**src/sv/tlc_pkg.sv**
```systemverilog
`default_nettype none
// ----------------------------------------------------------------------------
// tlc_pkg
// Shared types and codes for the two-level cache hit/miss tracker.
// ----------------------------------------------------------------------------
package tlc_pkg;

   localparam int TAG_W     = 32;
   localparam int SET1_W    = 12;   // widest L1 set index the parameters allow
   localparam int SET2_W    = 16;   // widest L2 set index the parameters allow
   localparam int WAYCNT_W  = 5;    // holds a way count up to 31
   localparam int SHIFT_W   = 5;
   localparam int CSR_IDX_W = 3;
   localparam int CSR_DAT_W = 5;

   localparam logic [2:0] ST_NONE = 3'd0;
   localparam logic [2:0] ST_RH   = 3'd1;
   localparam logic [2:0] ST_RM   = 3'd2;
   localparam logic [2:0] ST_WH   = 3'd3;
   localparam logic [2:0] ST_WM   = 3'd4;

   localparam logic [CSR_IDX_W-1:0] REG_L1_OFF  = 3'd0;
   localparam logic [CSR_IDX_W-1:0] REG_L1_IDX  = 3'd1;
   localparam logic [CSR_IDX_W-1:0] REG_L1_WAYS = 3'd2;
   localparam logic [CSR_IDX_W-1:0] REG_L2_OFF  = 3'd3;
   localparam logic [CSR_IDX_W-1:0] REG_L2_IDX  = 3'd4;
   localparam logic [CSR_IDX_W-1:0] REG_L2_WAYS = 3'd5;

   typedef struct packed {
      logic        req_type;
      logic [31:0] address;
   } tlc_req_type;

   typedef struct packed {
      logic [2:0] l1_status;
      logic [2:0] l2_status;
   } tlc_rsp_type;

   typedef struct packed {
      logic [4:0] l1_offset_bits;
      logic [2:0] l1_index_bits;
      logic [2:0] l1_ways_used;
      logic [4:0] l2_offset_bits;
      logic [3:0] l2_index_bits;
      logic [3:0] l2_ways_used;
   } tlc_cfg_type;

   typedef struct packed {
      logic                is_write;
      logic [SET1_W-1:0]   set1;
      logic [TAG_W-1:0]    tag1;
      logic [WAYCNT_W-1:0] ways1;
      logic [SET2_W-1:0]   set2;
      logic [TAG_W-1:0]    tag2;
      logic [WAYCNT_W-1:0] ways2;
   } tlc_item_type;

endpackage
`default_nettype wire

```
**src/sv/tlc_queue.sv**
```systemverilog
`default_nettype none
// ----------------------------------------------------------------------------
// tlc_queue
// Two-entry queue between the classifier and the tag sequencer.
// ----------------------------------------------------------------------------
module tlc_queue import tlc_pkg::*; (
   input  wire          clock,
   input  wire          reset,
   input  wire          push_valid,
   output logic         push_ready,
   input  tlc_item_type push_data,
   output logic         pop_valid,
   input  wire          pop_ready,
   output tlc_item_type pop_data
);

   tlc_item_type slot_ff [2];
   logic         wr_ff, rd_ff;
   logic [1:0]   cnt_ff;
   logic         push, pop;

   assign push_ready = (cnt_ff != 2'd2);
   assign pop_valid  = (cnt_ff != 2'd0);
   assign pop_data   = slot_ff[rd_ff];
   assign push       = push_valid && push_ready;
   assign pop        = pop_valid && pop_ready;

   always_ff @(posedge clock) begin
      if (push) slot_ff[wr_ff] <= push_data;
      if (reset) begin
         wr_ff  <= 1'b0;
         rd_ff  <= 1'b0;
         cnt_ff <= 2'd0;
      end else begin
         if (push) wr_ff <= !wr_ff;
         if (pop)  rd_ff <= !rd_ff;
         cnt_ff <= cnt_ff + 2'(push) - 2'(pop);
      end
   end

endmodule
`default_nettype wire

```
**config.mk**
```make
export PLATFORM = sky130hd
export DESIGN_NAME = tlc_queue
export DESIGN_NICKNAME = d
export VERILOG_FILES = /design/src/sv/tlc_pkg.sv /design/src/sv/tlc_queue.sv
export SDC_FILE = /design/constraint.sdc
export NUM_CORES = 1
export LEC_CHECK = 0
export BUFFER_PORTS_ARGS = -buffer_cell sky130_fd_sc_hd__clkbuf_2
export CAP_MARGIN = 20
export CORE_UTILIZATION = 40
export CTS_CLUSTER_DIAMETER = 100
export CTS_CLUSTER_SIZE = 24
export DETAILED_ROUTE_END_ITERATION = 8
export MAX_ROUTING_LAYER = met4
export PLACE_DENSITY_LB_ADDON = 0.12
export SLEW_MARGIN = 5
export SYNTH_ARGS = -nofsm -noshare
export SYNTH_HDL_FRONTEND = slang
export SYNTH_SLANG_ARGS = --single-unit
```
**constraint.sdc**
```tcl
create_clock -name clock -period 3.8 [get_ports clock]
set_input_delay 0.76 -clock clock [delete_from_list [all_inputs] [get_ports clock]]
set_output_delay 0.76 -clock clock [all_outputs]
set_load 0.03 [all_outputs]
```
==> impl_metrics.csv <==
group,metric,value,unit
clock_network,clkLatencyLatePin,460,ps
timing,hold_ws,481,ps
clock_network,max-clock-path-buffers,3,
die,fp-row-count,50,
layout,layout.cells.non_filler,807,
placed_design,place.port_buffers,211,
layout,drive_gt1_share,47.1,%
power,p_sw_share,31.3,%
synth,synth_largest_area_cell,"edfxtp_1",
worst_hold_path,min_path_type,"in -> reg",
layout,nNetsFinal,677,
power,comb_power_share,26.0,%
timing,period_needed,2970,ps
critical_path,cp.arrival,2210,ps
timing,hold_violations,0,
critical_path,r2r_slack,1720,ps
clock_network,cts_buffers,12,
synth,synth_top_area_share,80.3,%
critical_path,crit_path_end_kind,"output pin",
placed_design,hpwl,9460,um
die,ios,212,
timing,tightest_slew,687,ps
critical_path,path_cells,"buf_12 -> mux2_2 -> clkbuf_2",
clock_network,post_cts_buffers,0,
grt,antenna_found_initial,0,
synth,synth_cells,349,
clock_network,cts_root_buf,"clkbuf_16",
clock_network,clock-sinks,211,
timing,rsz0062_at_grt,"false",
critical_path,critPathBufInv,2,
flow_run,maxCapViolCount,0,
critical_path,setup.worst_path.start_class,"flop",
timing,clock.fmax,336,MHz
worst_hold_path,min_to,"slot_ff[1][12]",
detailed_routing,dr.first_iter.drc_count,151,
detailed_routing,wl_per_cell,17.5,um
clock_network,cts-htree-levels,1,
power,ir_drop,0.390,mV
synth,synth_area,7700,um2
detailed_routing,drt_wl_total,14200,um
detailed_routing,route.detailed.drc,0,
timing,setup_viol,0,
synth,syn_area_per_cell,22.1,um2
synth,synth_seq_area_share,81.6,%
critical_path,cpPeakStageDelay,770,ps
layout,syn2layout_area_growth,21.9,%
power,switching_power,1.80,mW
timing,final_max_slew_viol_count,0,
critical_path,worst_path_dominant_cell_family,"flip-flops",
power,pwr-share-seq,50.9,%
power,power_frac_clock,23.0,%
critical_path,crit_required,3040,ps
critical_path,worstReg2RegEnd,"slot_ff[1][31]",
power,internal_power,3.95,mW
grt,grt_pass1_wl,21800,um
detailed_routing,dr.pass1.iters,4,
die,start_util,41.0,%
die,core-area,18800,um2
grt,gr-total-overflow,0,
layout,finalCoreUtilization,50.0,%
timing,tns,0,ps
synth,ys_types,25,
timing,relSlewSlack,54.2,%
power,power.density,612,nW/um2
grt,grt_max_degree,47,
clock_network,clk_pin_slew,90,ps
clock_network,hold_buffers,0,
detailed_routing,vias,3875,
critical_path,rr_worst_depth,3,
critical_path,worst-path-max-fanout,46,
clock_network,cts_resized,0,
die,dieArea,19800,um2
detailed_routing,ant_nets,0,
detailed_routing,via_per_inst,4.80,
grt,grt_pass1_vias,4173,
timing,finalCritPeriodShare,78.3,%
placed_design,dpl.cell_count,789,
synth,synth_warnings,0,
critical_path,worst_path_max_delay_cell,"dfxtp_4",
placed_design,routabilityCongestion,0.700,
worst_hold_path,min-delay-start,"push_data[12]",
synth,yosys-top-cells-area,"edfxtp_1, mux2_1, mux2_2, dfxtp_1, buf_6",
critical_path,r2r_start,"cnt_ff[0]",
grt,grt.total_usage,14.7,%
power,leakagePower,3.51,nW
synth,mappedNetlistNets,457,
worst_hold_path,hold_depth,1,
critical_path,critPathKind,"reg -> out",
layout,diodes,0,
clock_network,cts_tree,"yes",
outcome,status,"completed",
die,die_w,141,um
timing,fin_worst_skew,13.7,ps
synth,ys_ff_latch,211,
die,dieHeight,141,um
[layout by cell type (no fill, tap or decap), types with 3 or more instances in the layout]
cell       instances
buf_12             3
buf_4              3
clkbuf_1           4
clkbuf_16         13
clkbuf_2         211
dfxtp_1            4
edfxtp_1         206
mux2_1            70
mux2_2            33
nor2_1             4
[power by group through the flow]
stage          combinational (mW)  clock, mW  sequential, mW
6_report                     1.49       1.32            2.93
2_1_floorplan                1.14          0            2.93
3_3_place_gp                 1.51          0            2.97
5_1_grt                      1.59       1.46            2.95
3_5_place_dp                 1.52          0            2.99
4_1_cts                      1.53       1.38            2.93
[state kept, by name, summed over array words and instances, names as in the netlist, named ones only]
register / count
slot_ff: 206
cnt_ff: 2
rd_ff: 1
wr_ff: 1
[layout make-up]
cell class,count,area (um2)
Fill cell,1613,9380
Clock inverter,1,7.51
Inverter,1,6.26
Sequential cell,211,6290
Tap cell,234,293
Multi-Input combinational cell,126,1320
Timing Repair Buffer,217,1140
Clock buffer,17,340
[synthesized netlist by cell type]
master	n
buf_6	7
nor4_1	1
mux2_2	33
a21bo_2	1
buf_4	1
xor2_1	1
or2_2	1
edfxtp_1	206
o31a_1	1
mux2_1	70
nand3_1	1
nand2b_1	1
nor3_1	1
nor2b_1	2
and3_1	2
dfxtp_1	5
a21oi_1	1
ha_1	1
o21ba_2	1
nor2_1	4
o21ai_0	2
inv_1	1
nand3b_1	1
buf_2	3
nor4bb_1	1
[worst reg2reg max path, stage by stage (launching register included)]
cell and delay, ps:
dfxtp_1 430, nand2b_1 210, and3_4 660, buf_4 450
[worst max path at each step]
stage,startpoint,end,slack (ps),cells past startpoint
floorplan,cnt_ff[0],slot_ff[1][0],90,2
global placement,flop,pop_data[26],1300,3
detailed placement,flop,pop_data[20],1280,3
CTS,flop,pop_data[20],760,3
global route,flop,pop_data[20],700,3
finish,flop,pop_data[20],830,3
[metrics by stage]
stage / setup slack (ps) / instance area [um2] / total power [mW]
finish: 826 / 9390 / 5.74
global route: 703 / 9390 / 6.01
CTS: 760 / 9390 / 5.84
detailed placement: 1280 / 9040 / 4.51
global placement: 1300 / 9040 / 4.49
floorplan: 86.0 / 7700 / 4.07
[layer usage]
| metal | global-route usage [%] | up-vias | wire [um] |
|---|---|---|---|
| met3 | 3.36 | 17 | 866 |
| met5 | - | - | 0 |
| met4 | 3.38 | 0 | 215 |
| met1 | 18.0 | 1914 | 6150 |
| met2 | 24.8 | 121 | 6930 |
| li1 | - | 1823 | - |
[cell families (layout without fill, tap and decap cells)]
kind of cell	after synthesis	after routing	share of synthesized area, %
compound gates	6	6	0.569
xor+xnor	1	1	0.114
fa+ha+maj	1	1	0.162
buf+inv	12	236	1.36
flops	211	211	81.6
mux	103	103	15.1
simple gates	15	15	1.12
(Power assumes the default switching activity.)
