[src/sv/tlc_pkg.sv]
`default_nettype none
// ----------------------------------------------------------------------------
// tlc_pkg
// Shared types and codes for the two-level cache hit/miss tracker.
// ----------------------------------------------------------------------------
package tlc_pkg;

   localparam int TAG_W     = 32;
   localparam int SET1_W    = 12;   // widest L1 set index the parameters allow
   localparam int SET2_W    = 16;   // widest L2 set index the parameters allow
   localparam int WAYCNT_W  = 5;    // holds a way count up to 31
   localparam int SHIFT_W   = 5;
   localparam int CSR_IDX_W = 3;
   localparam int CSR_DAT_W = 5;

   localparam logic [2:0] ST_NONE = 3'd0;
   localparam logic [2:0] ST_RH   = 3'd1;
   localparam logic [2:0] ST_RM   = 3'd2;
   localparam logic [2:0] ST_WH   = 3'd3;
   localparam logic [2:0] ST_WM   = 3'd4;

   localparam logic [CSR_IDX_W-1:0] REG_L1_OFF  = 3'd0;
   localparam logic [CSR_IDX_W-1:0] REG_L1_IDX  = 3'd1;
   localparam logic [CSR_IDX_W-1:0] REG_L1_WAYS = 3'd2;
   localparam logic [CSR_IDX_W-1:0] REG_L2_OFF  = 3'd3;
   localparam logic [CSR_IDX_W-1:0] REG_L2_IDX  = 3'd4;
   localparam logic [CSR_IDX_W-1:0] REG_L2_WAYS = 3'd5;

   typedef struct packed {
      logic        req_type;
      logic [31:0] address;
   } tlc_req_type;

   typedef struct packed {
      logic [2:0] l1_status;
      logic [2:0] l2_status;
   } tlc_rsp_type;

   typedef struct packed {
      logic [4:0] l1_offset_bits;
      logic [2:0] l1_index_bits;
      logic [2:0] l1_ways_used;
      logic [4:0] l2_offset_bits;
      logic [3:0] l2_index_bits;
      logic [3:0] l2_ways_used;
   } tlc_cfg_type;

   typedef struct packed {
      logic                is_write;
      logic [SET1_W-1:0]   set1;
      logic [TAG_W-1:0]    tag1;
      logic [WAYCNT_W-1:0] ways1;
      logic [SET2_W-1:0]   set2;
      logic [TAG_W-1:0]    tag2;
      logic [WAYCNT_W-1:0] ways2;
   } tlc_item_type;

endpackage
`default_nettype wire

[src/sv/tlc_front.sv]
`default_nettype none
// ----------------------------------------------------------------------------
// tlc_front
// Accept beats, split the address into set and tag for both levels.
// ----------------------------------------------------------------------------
module tlc_front import tlc_pkg::*; #(
   parameter int L1_SETS   = 64,
   parameter int L1_WAYS   = 4,
   parameter int L2_SETS   = 512,
   parameter int L2_WAYS   = 8,
   parameter int ADDR_BITS = 32
) (
   input  wire               clock,
   input  wire               reset,
   input  wire               req_valid,
   output logic              req_ready,
   input  tlc_req_type       req_data,
   input  tlc_cfg_type       cfg,
   output logic              push_valid,
   input  wire               push_ready,
   output tlc_item_type      push_data
);

   localparam int MAXIDX1 = $clog2(L1_SETS + 1) - 1;
   localparam int MAXIDX2 = $clog2(L2_SETS + 1) - 1;
   localparam logic [31:0] AMASK = (ADDR_BITS >= 32) ? 32'hFFFF_FFFF :
                                   32'((64'h1 << ADDR_BITS) - 64'h1);

   logic         vld_ff;
   tlc_item_type item_ff;
   tlc_item_type item_in;
   logic [31:0]  addr;
   logic [4:0]   idx1, idx2;
   logic [31:0]  set1_raw, set2_raw;
   logic [5:0]   sh1, sh2;
   logic [WAYCNT_W-1:0] w1, w2;

   always_comb begin
      addr = req_data.address & AMASK;
      idx1 = (32'(cfg.l1_index_bits) > MAXIDX1) ? 5'(MAXIDX1) : 5'(cfg.l1_index_bits);
      idx2 = (32'(cfg.l2_index_bits) > MAXIDX2) ? 5'(MAXIDX2) : 5'(cfg.l2_index_bits);
      set1_raw = (addr >> cfg.l1_offset_bits) & ((32'h1 << idx1) - 32'h1);
      set2_raw = (addr >> cfg.l2_offset_bits) & ((32'h1 << idx2) - 32'h1);
      sh1 = 6'(cfg.l1_offset_bits) + 6'(idx1);
      sh2 = 6'(cfg.l2_offset_bits) + 6'(idx2);
      w1 = WAYCNT_W'(cfg.l1_ways_used);
      if (w1 == '0) w1 = WAYCNT_W'(1);
      if (32'(w1) > L1_WAYS) w1 = WAYCNT_W'(L1_WAYS);
      w2 = WAYCNT_W'(cfg.l2_ways_used);
      if (w2 == '0) w2 = WAYCNT_W'(1);
      if (32'(w2) > L2_WAYS) w2 = WAYCNT_W'(L2_WAYS);
      item_in.is_write = req_data.req_type;
      item_in.set1     = set1_raw[SET1_W-1:0];
      item_in.tag1     = addr >> sh1;
      item_in.ways1    = w1;
      item_in.set2     = set2_raw[SET2_W-1:0];
      item_in.tag2     = addr >> sh2;
      item_in.ways2    = w2;
   end

   assign req_ready  = !vld_ff || push_ready;
   assign push_valid = vld_ff;
   assign push_data  = item_ff;

   always_ff @(posedge clock) begin
      if (reset) begin
         vld_ff <= 1'b0;
      end else if (req_valid && req_ready) begin
         vld_ff  <= 1'b1;
         item_ff <= item_in;
      end else if (push_ready) begin
         vld_ff <= 1'b0;
      end
   end

endmodule
`default_nettype wire

[config.mk]
export PLATFORM = sky130hd
export DESIGN_NAME = tlc_front
export DESIGN_NICKNAME = d
export VERILOG_FILES = /design/src/sv/tlc_pkg.sv /design/src/sv/tlc_front.sv
export SDC_FILE = /design/constraint.sdc
export NUM_CORES = 1
export LEC_CHECK = 0
export ABC_CLOCK_PERIOD_IN_PS = 10700
export BUFFER_PORTS_ARGS = -buffer_cell sky130_fd_sc_hd__buf_2
export CAP_MARGIN = 40
export CELL_PAD_IN_SITES_DETAIL_PLACEMENT = 0
export CELL_PAD_IN_SITES_GLOBAL_PLACEMENT = 1
export CORE_MARGIN = 4
export CORE_UTILIZATION = 46
export DETAILED_ROUTE_END_ITERATION = 7
export PLACE_DENSITY = 0.91
export SETUP_SLACK_MARGIN = 0.1
export SYNTH_ARGS = -nofsm -noshare
export SYNTH_HDL_FRONTEND = slang
export SYNTH_SLANG_ARGS = --single-unit
export TNS_END_PERCENT = 1
[constraint.sdc]
create_clock -name clock -period 10.7 [get_ports clock]
set_input_delay 0.535 -clock clock [delete_from_list [all_inputs] [get_ports clock]]
set_output_delay 0.535 -clock clock [all_outputs]
set_load 0.05 [all_outputs]
==> flow_metrics.tcl, run 1 <==
set metrics [dict create \
    final_nets 1030 \
    ys.flop_type "edfxtp_1" \
    fin_setup_tns_ns 0 \
    cp.required_ns 10.78 \
    ys_seq_area_share_pct 30.56 \
    place.gp.congestion 0.8771 \
    die_h_microns 154.6 \
    timing.critical_path.cells "buf_2, ha_1, fa_1, buf_4, mux4_2, nand2_1, nor3_1, nor3_1, o22ai_1" \
    layout-drive-gt1-share_pct 35.58 \
    finalPower_mw 1.519 \
    cts_tree "done" \
    h-tree-depth 3 \
    drtIter0Drc 827 \
    synth_edf_count 100 \
    crit_path_max_incr_delay_ns 0.60 \
    p_leak_nw 4.177 \
    grt_usage_pct 22.84 \
    multi_input_area_sq_mm 0.006274 \
    chipWidth_microns 154.6 \
    n_antenna_cell 0 \
    cts-root-buf "clkbuf_16" \
    grt_pass1_wl_mm 43.61 \
    cts_hold_buffers 0 \
    period_minus_slack_ns 3.367 \
    cts_buffer_depth 2 \
    mostFrequentLayoutCell "buf_2" \
    start_kind "primary input" \
    drc 0 \
    io_buffers 162 \
    p_per_area_mw_per_mm2 138.6 \
    dpl.hpwl_mm 18.66 \
    clk_pin_slew_ns 0.08 \
    antenna_found_initial 1 \
    critPathKind "primary input to register" \
    dr.pass1.iters 7 \
    worst_slack_ns 7.333 \
    clock_sinks 101 \
    ioPinCount 166 \
    maxCapViolations 0 \
    cts_resized 0 \
    maxSlewViolCount 0 \
    hp-class "primary input to register" \
    regArea_sq_mm 0.003023 \
    dieArea_sq_mm 0.02391 \
    rows 53 \
    grt_pass1_vias 7864 \
    synth_area_sq_mm 0.009891 \
    ys.warnings.count 0 \
    cts_setup_buffers 0 \
    syn_area_per_cell_sq_um 11.29 \
    antenna_left 0 \
    cts_buffers 9 \
    fillers 1861 \
    insertion_delay_ns 0.36 \
    routed_wl_mm 27.78 \
    fmax_ghz 0.2970 \
    critPathBufInv 2 \
    worstMarginPinSlew_ns 0.8706 \
    area_growth_pct 10.78 \
    irDropWorstVdd_mv 0.06946 \
    vias 8188 \
    async_reset_ff_share_pct 0 \
    fin_crit_sh_pct 31.47 \
    yosysUniqueCellTypes 72 \
    synth_cells 876 \
    overflow 0 \
    critPathSlowestCell "mux4_2" \
    yosys_register_bits 101 \
    setup_viol 0 \
    cp_max_fo 36 \
    via_per_inst 6.609 \
    slew_headroom_pct 41.20 \
    core_area_sq_mm 0.02109 \
    fin_worst_skew_ns 0.008750 \
    grt_max_degree 58 \
    rsz0062_at_grt "no" \
    routedWlPerCell_microns 22.42 \
    endpoint_kind "register" \
    hold_viol_final 0 \
    final_cell_mix "buf_2 (163), mux4_2 (108), nand2_1 (105), edfxtp_1 (100), mux2i_1 (69)" \
    critical-path-top-delay-family "adder cells" \
    cpMostUsedCell "nor3_1" \
    cp.arrival_ns 3.44 \
    place_ws_ns 6.954 \
    status "finished clean" \
    start_util_pct 46.90 \
]
[cells in the mapped netlist (4+ instances only)]
library cell  number  area [sq um]
nand3_1            4         20.02
a22o_1             4         35.03
buf_1              7         26.28
o2bb2ai_1          6         52.55
nor3b_1            5         37.54
buf_6             10         112.6
inv_1             13         48.80
o22ai_1           23         143.9
and3_1            10         62.56
mux2i_1           69         690.7
ha_1               8         100.1
a21oi_1           27         135.1
a21o_1             5         37.54
mux2_2            22         247.7
nor4_1             5         31.28
o21ai_0           16         80.08
mux4_2           108          2432
a22oi_1           12         90.09
buf_2             29         145.1
nand2_1          105         394.1
a2bb2oi_1         10         87.58
clkbuf_1          56         210.2
o21a_1             5         37.54
o32ai_1            6         52.55
mux4_1            11         289.0
a31oi_1            9         56.30
nor3_1            19         95.09
buf_4             13         97.59
a211oi_1          17         127.6
nor2b_1           11         68.82
nor2_1            62         232.7
edfxtp_1         100          3003
o211ai_1           7         52.55
[metrics by stage]
step	util [%]	hold WS (ns)	cells	instance area [sq um]
3_3_place_gp	50.17	0.6078	1218	10580
5_1_grt	51.96	0.3376	1239	10960
6_report	51.96	0.3526	1239	10960
2_1_floorplan	-	0.6074	889	9940
3_5_place_dp	50.50	0.6330	1223	10650
4_1_cts	51.96	0.3374	1239	10960
[final timing paths]
check,from,to,slack [ns],depth (start not counted)
worst max-delay path,cfg[19],push_data[59],7.33,9
worst min-delay path,req_data[32],push_data[102],0.35,1
worst max register to register,push_valid,push_data[81],8.50,4
worst min register to register,push_valid,push_valid,0.64,3
[sequential cells by signal (all words and copies together) (netlist names)]
register / flops
push_valid: 1
push_data: 100
[routing by layer]
| metal | wire [microns] | track usage (%) | up-vias |
|---|---|---|---|
| li1 | - | - | 3608 |
| met1 | 10910 | 31.21 | 3972 |
| met2 | 13010 | 35.90 | 532 |
| met3 | 2935 | 4.868 | 76 |
| met4 | 915 | 8.915 | 0 |
| met5 | 0 | 0 | - |
[report_power, final]
group	switching, mW	internal, mW
Clock	0.169	0.169
Combinational	0.422	0.276
Sequential	0.00613	0.476
[cell families after synthesis]
family | synth area share, %
muxes | 37.12
xor gates and xnor gates | 0.5188
other | 0.03791
and+or+nand+nor | 11.71
AOI/OAI and AO/OA | 11.82
adders and majority gates | 1.417
DFF | 30.56
buffers and inverters | 6.819
[final cells by class]
class / count / share of cell area [%]
clock buffers: 9 / 2.055
clock inverters: 7 / 0.7423
inverters: 14 / 0.4796
multi-input cells: 656 / 57.26
flip-flops and latches: 101 / 27.59
well taps: 275 / 3.140
repair buffers: 177 / 8.736
Power figures use the tool's default switching activity.
==> run 2, diff against run 1 <==
--- a/config.mk
+++ b/config.mk
@@ -5,15 +5,15 @@
 export SDC_FILE = /design/constraint.sdc
 export NUM_CORES = 1
 export LEC_CHECK = 0
-export ABC_CLOCK_PERIOD_IN_PS = 10700
+export ABC_CLOCK_PERIOD_IN_PS = 2900
 export BUFFER_PORTS_ARGS = -buffer_cell sky130_fd_sc_hd__buf_2
 export CAP_MARGIN = 40
 export CELL_PAD_IN_SITES_DETAIL_PLACEMENT = 0
 export CELL_PAD_IN_SITES_GLOBAL_PLACEMENT = 1
 export CORE_MARGIN = 4
-export CORE_UTILIZATION = 46
+export CORE_UTILIZATION = 42
 export DETAILED_ROUTE_END_ITERATION = 7
-export PLACE_DENSITY = 0.91
+export PLACE_DENSITY = 0.88
 export SETUP_SLACK_MARGIN = 0.1
 export SYNTH_ARGS = -nofsm -noshare
 export SYNTH_HDL_FRONTEND = slang
==> constraint.sdc (replaced) <==
create_clock -name clock -period 2.9 [get_ports clock]
set_input_delay 0.145 -clock clock [delete_from_list [all_inputs] [get_ports clock]]
set_output_delay 0.145 -clock clock [all_outputs]
set_load 0.05 [all_outputs]
==> run 2 against run 1 <==
Flip-flop and latch count is the same. Power grew to 3.8 times the previous value. Global-route usage shrank 1.3 points. Final cell count grew 6.7%. Via count grew 0.45%. Combinational power grew to 3.9 times the previous value. First-iteration DRC count grew 18%. Utilization shrank 2.1 points. Register-to-register slack lost 7.2 ns. Sequential share of layout area shrank 1.1 points. Critical path type unchanged. Critical endpoint is now push_data[10].
==> flow_metrics.tcl, run 2 (synthesized netlist as in run 1, its figures left out) <==
set metrics [dict create \
    maxCapViolations 0 \
    h-tree-depth 3 \
    grt_usage_pct 21.53 \
    antenna_found_initial 0 \
    layout-drive-gt1-share_pct 38.16 \
    grt_pass1_wl_mm 44.67 \
    insertion_delay_ns 0.37 \
    dr.pass1.iters 5 \
    cp.arrival_ns 2.66 \
    irDropWorstVdd_mv 0.2486 \
    cts_resized 0 \
    cts_buffer_depth 2 \
    fin_crit_sh_pct 87.85 \
    grt_pass1_vias 7941 \
    cp.required_ns 3.01 \
    n_antenna_cell 0 \
    vias 8225 \
    endpoint_kind "register" \
    overflow 0 \
    dpl.hpwl_mm 19.51 \
    place_ws_ns -0.01876 \
    p_leak_nw 4.411 \
    antenna_left 0 \
    worst_slack_ns 0.3524 \
    p_per_area_mw_per_mm2 503.3 \
    largest_reg_flops 100 \
    cp_max_fo 19 \
    rsz0062_at_grt "no" \
    mostFrequentLayoutCell "buf_2" \
    start_kind "primary input" \
    dieArea_sq_mm 0.02607 \
    area_growth_pct 15.42 \
    via_per_inst 6.222 \
    clock_sinks 101 \
    drc 0 \
    hp-class "primary input to register" \
    maxSlewViolCount 0 \
    worstMarginPinSlew_ns 0.7046 \
    routed_wl_mm 28.61 \
    routedWlPerCell_microns 21.64 \
    fin_worst_skew_ns 0.009617 \
    grt_max_degree 100 \
    chipWidth_microns 161.5 \
    final_cell_mix "buf_2 (162), mux4_2 (108), nand2_1 (105), edfxtp_1 (100), mux2i_1 (69)" \
    cts_buffers 9 \
    fillers 2054 \
    place.gp.congestion 0.9107 \
    ioPinCount 166 \
    drtIter0Drc 975 \
    slew_headroom_pct 52.85 \
    critPathKind "primary input to register" \
    final_nets 1075 \
    cts_hold_buffers 5 \
    cts_tree "done" \
    die_h_microns 161.5 \
    status "finished clean" \
    core_area_sq_mm 0.02292 \
    clk_pin_slew_ns 0.08 \
    cts-root-buf "clkbuf_16" \
    io_buffers 162 \
    period_minus_slack_ns 2.548 \
    holdWs_ns 0.07193 \
    start_util_pct 43.16 \
    hold_viol_final 0 \
    rows 55 \
    setup_viol 0 \
    fmax_ghz 0.3925 \
    cts_setup_buffers 0 \
]
run 2: final timing paths:
path / startpoint / slack (ns) / end / depth (start not counted)
worst max-delay path: cfg[6] / 0.35 / push_data[10] / 9
worst min-delay path: cfg[0] / 0.07 / push_data[0] / 3
worst max register to register: push_valid / 1.29 / push_data[21] / 3
worst min register to register: push_valid / 0.77 / push_data[49] / 2
run 2: layout make-up:
| cell class | instances | area (sq um) | area share, % |
|---|---|---|---|
| Multi-Input combinational cell | 656 | 6287 | 55.07 |
| Sequential cell | 101 | 3027 | 26.51 |
| Timing Repair Buffer | 222 | 1349 | 11.82 |
| Tap cell | 313 | 391.6 | 3.431 |
| Clock buffer | 9 | 225.2 | 1.973 |
| Clock inverter | 7 | 83.83 | 0.7343 |
| Inverter | 14 | 52.55 | 0.4603 |
run 2: report_power, final:
part | total, mW | leakage, nW | switching [mW] | internal [mW]
Clock | 1.26 | 0.152 | 0.640 | 0.625
Combinational | 2.70 | 3.32 | 1.58 | 1.12
Sequential | 1.78 | 0.936 | 0.0239 | 1.76
run 2: layer usage:
layer	global-route usage, %	up-vias	share of wire [%]	routed length [microns]
li1	-	3692	-	-
met2	34.62	465	48	13610
met1	29.10	4009	40	11420
met3	5.103	59	10	2864
met4	6.669	0	2.5	711
met5	0	-	0	0
run 2: metrics by stage:
| stage | instance area [sq um] | TNS, ns | utilization [%] | cells | power (mW) |
|---|---|---|---|---|---|
| finish | 11420 | 0 | 49.82 | 1322 | 5.746 |
| global route | 11420 | 0 | 49.82 | 1322 | 6.046 |
| CTS | 11420 | 0 | 49.82 | 1322 | 5.758 |
| detailed placement | 11060 | -0.02502 | 48.25 | 1301 | 4.484 |
| global placement | 11060 | 0 | 48.25 | 1301 | 4.452 |
| floorplan | 9962 | -64.50 | - | 889 | 3.863 |
run 2: worst max-delay path, cell delays in order:
cell and delay (ns):
buf_2 0.10, o21ai_0 0.15, nand2b_1 0.08, ha_2 0.18, fa_2 0.74, buf_4 0.29, mux4_2 0.34, mux4_2 0.49
o2bb2ai_1 0.14
==> run 3, diff against run 2 <==
--- a/config.mk
+++ b/config.mk
@@ -11,9 +11,9 @@
 export CELL_PAD_IN_SITES_DETAIL_PLACEMENT = 0
 export CELL_PAD_IN_SITES_GLOBAL_PLACEMENT = 1
 export CORE_MARGIN = 4
-export CORE_UTILIZATION = 42
+export CORE_UTILIZATION = 30
 export DETAILED_ROUTE_END_ITERATION = 7
-export PLACE_DENSITY = 0.88
+export PLACE_DENSITY = 0.69
 export SETUP_SLACK_MARGIN = 0.1
 export SYNTH_ARGS = -nofsm -noshare
 export SYNTH_HDL_FRONTEND = slang
==> run 3 against run 2 <==
Utilization down 14 points. First-iteration DRC count decreased by 27%. Global-route usage decreased by 4.1 points. Clock power about the same. Sequential share of layout area fell by 0.60 points. Fmax grew 3.3%.
==> flow_metrics.tcl, run 3 (synthesized netlist as in run 1, its figures left out) <==
set metrics [dict create \
    ioPinCount 166 \
    antenna_left 0 \
    irDropWorstVdd_mv 0.2918 \
    final_nets 1085 \
    switchingPower_mw 2.237 \
    rows 66 \
    n_antenna_cell 0 \
    antenna_found_initial 1 \
    critPathKind "primary input to register" \
    cp.arrival_ns 2.59 \
    dr.pass1.iters 7 \
    fin_worst_skew_ns 0.009743 \
    core_area_sq_mm 0.03254 \
    grt_pass1_vias 8329 \
    area_growth_pct 18.10 \
    mostFrequentLayoutCell "buf_2" \
    overflow 0 \
    largest_reg_flops 100 \
    insertion_delay_ns 0.36 \
    finalPower_mw 5.829 \
    maxSlewViolCount 0 \
    setup_viol 0 \
    grt_max_degree 46 \
    cts_buffer_depth 2 \
    clkPwrFrac_pct 22.0 \
    cts_tree "done" \
    r2r-start "push_valid" \
    multi_input_area_sq_mm 0.006287 \
    p_leak_nw 4.467 \
    final_area_sq_mm 0.01168 \
    whs_endpoint "push_data[0]" \
    worstMarginPinSlew_ns 0.6833 \
    vias 8198 \
    drtIter0Drc 707 \
    drc 0 \
    grt_pass1_wl_mm 49.31 \
    clock_sinks 101 \
    dpl.hpwl_mm 22.08 \
    hold_viol_final 0 \
    regArea_sq_mm 0.003027 \
    period_minus_slack_ns 2.467 \
    fmax_ghz 0.4054 \
    r2r_cells 3 \
    rsz0062_at_grt "no" \
    start_util_pct 30.40 \
    dpl_cell_area_sq_mm 0.01133 \
    dieArea_sq_mm 0.03594 \
    layout-drive-gt1-share_pct 38.57 \
    grt_usage_pct 17.44 \
    routed_wl_mm 31.81 \
    start_kind "primary input" \
    via_per_inst 5.611 \
    holdWs_ns 0.07831 \
    timing.rr.end "push_data[29]" \
    cts_resized 0 \
    routedWlPerCell_microns 21.77 \
    cp_max_fo 20 \
    p_per_area_mw_per_mm2 499.0 \
    r2r_slack_ns 1.38 \
    hold_start "cfg[0]" \
    holdPathStages 3 \
    place.gp.congestion 0.8251 \
    hp-class "primary input to register" \
    io_buffers 162 \
    endpoint_kind "register" \
    chipWidth_microns 189.6 \
    fillers 3320 \
    cts-root-buf "clkbuf_16" \
    p_seq_share_pct 30.6 \
    fin_crit_sh_pct 85.06 \
    comb_power_share_pct 47.5 \
    die_h_microns 189.6 \
    status "finished clean" \
    cts_buffers 9 \
    clk_pin_slew_ns 0.08 \
    h-tree-depth 3 \
    switching_share_pct 38.37 \
    slew_headroom_pct 54.44 \
    cp.required_ns 3.03 \
    maxCapViolations 0 \
    final_cell_mix "buf_2 (162), mux4_2 (108), nand2_1 (105), edfxtp_1 (100), mux2i_1 (69)" \
    intPower_mw 3.592 \
]
## run 3: cell count changes in the layout (fill, tap and decap cells not counted)
cell	delta
buf_12	+3
buf_4	+7
bufinv_16	+1
clkbuf_1	+2
clkinv_8	-1
inv_12	-1
inv_6	+1
inv_8	-2
## run 3: worst max-delay path, cell delays in order
cell	delay (ns)
buf_2	0.10
a21boi_0	0.11
buf_4	0.15
ha_1	0.20
fa_1	0.56
buf_12	0.18
mux4_2	0.54
mux4_2	0.47
o2bb2ai_1	0.12
## run 3: area by class of cell
type,count,area share [%]
multi-input cells,656,53.82
clock inverters,5,0.5784
repair buffers,232,12.51
clock buffers,11,1.992
flip-flops and latches,101,25.91
well taps,442,4.734
inverters,14,0.4499
## run 3: power by group through the flow
stage               clock [mW]  combinational [mW]  sequential, mW
detailed placement           0                2.75            1.82
global placement             0                2.74            1.82
finish                    1.28                2.77            1.78
CTS                       1.33                2.77            1.79
floorplan                    0                1.70            2.16
global route              1.38                2.99            1.79
## run 3: what timing repair did
item | in CTS | in global routing
buffers inserted | 0 | 0
endpoints found under the hold margin | 4 | 0
hold buffers | 5 | 0
## run 3: worst max-delay path by stage
stage | depth (start not counted) | start | endpoint
6_report | 9 | cfg[16] | push_data[73]
5_1_grt | 11 | cfg[16] | push_data[58]
4_1_cts | 9 | cfg[16] | push_data[73]
3_5_place_dp | 9 | cfg[16] | push_data[73]
3_3_place_gp | 12 | cfg[6] | push_data[22]
2_1_floorplan | 2 | push_valid | push_data[0]
## run 3: metrics by stage
step,utilization (%),cells,setup slack (ns),setup TNS (ns)
after floorplan,-,889,-0.6450,-64.50
after global routing,35.90,1461,0.2819,0
final,35.90,1461,0.4331,0
after CTS,35.90,1461,0.4387,0
after detailed placement,34.83,1440,0.03698,0
after global placement,34.83,1440,0.05566,0
## run 3: metal layers
layer | GRT usage (%) | wire, microns | vias up
li1 | - | - | 3720
met5 | 0 | 7 | -
met3 | 3.339 | 2315 | 48
met2 | 28.32 | 15090 | 345
met1 | 23.72 | 13690 | 4083
met4 | 5.509 | 709 | 2
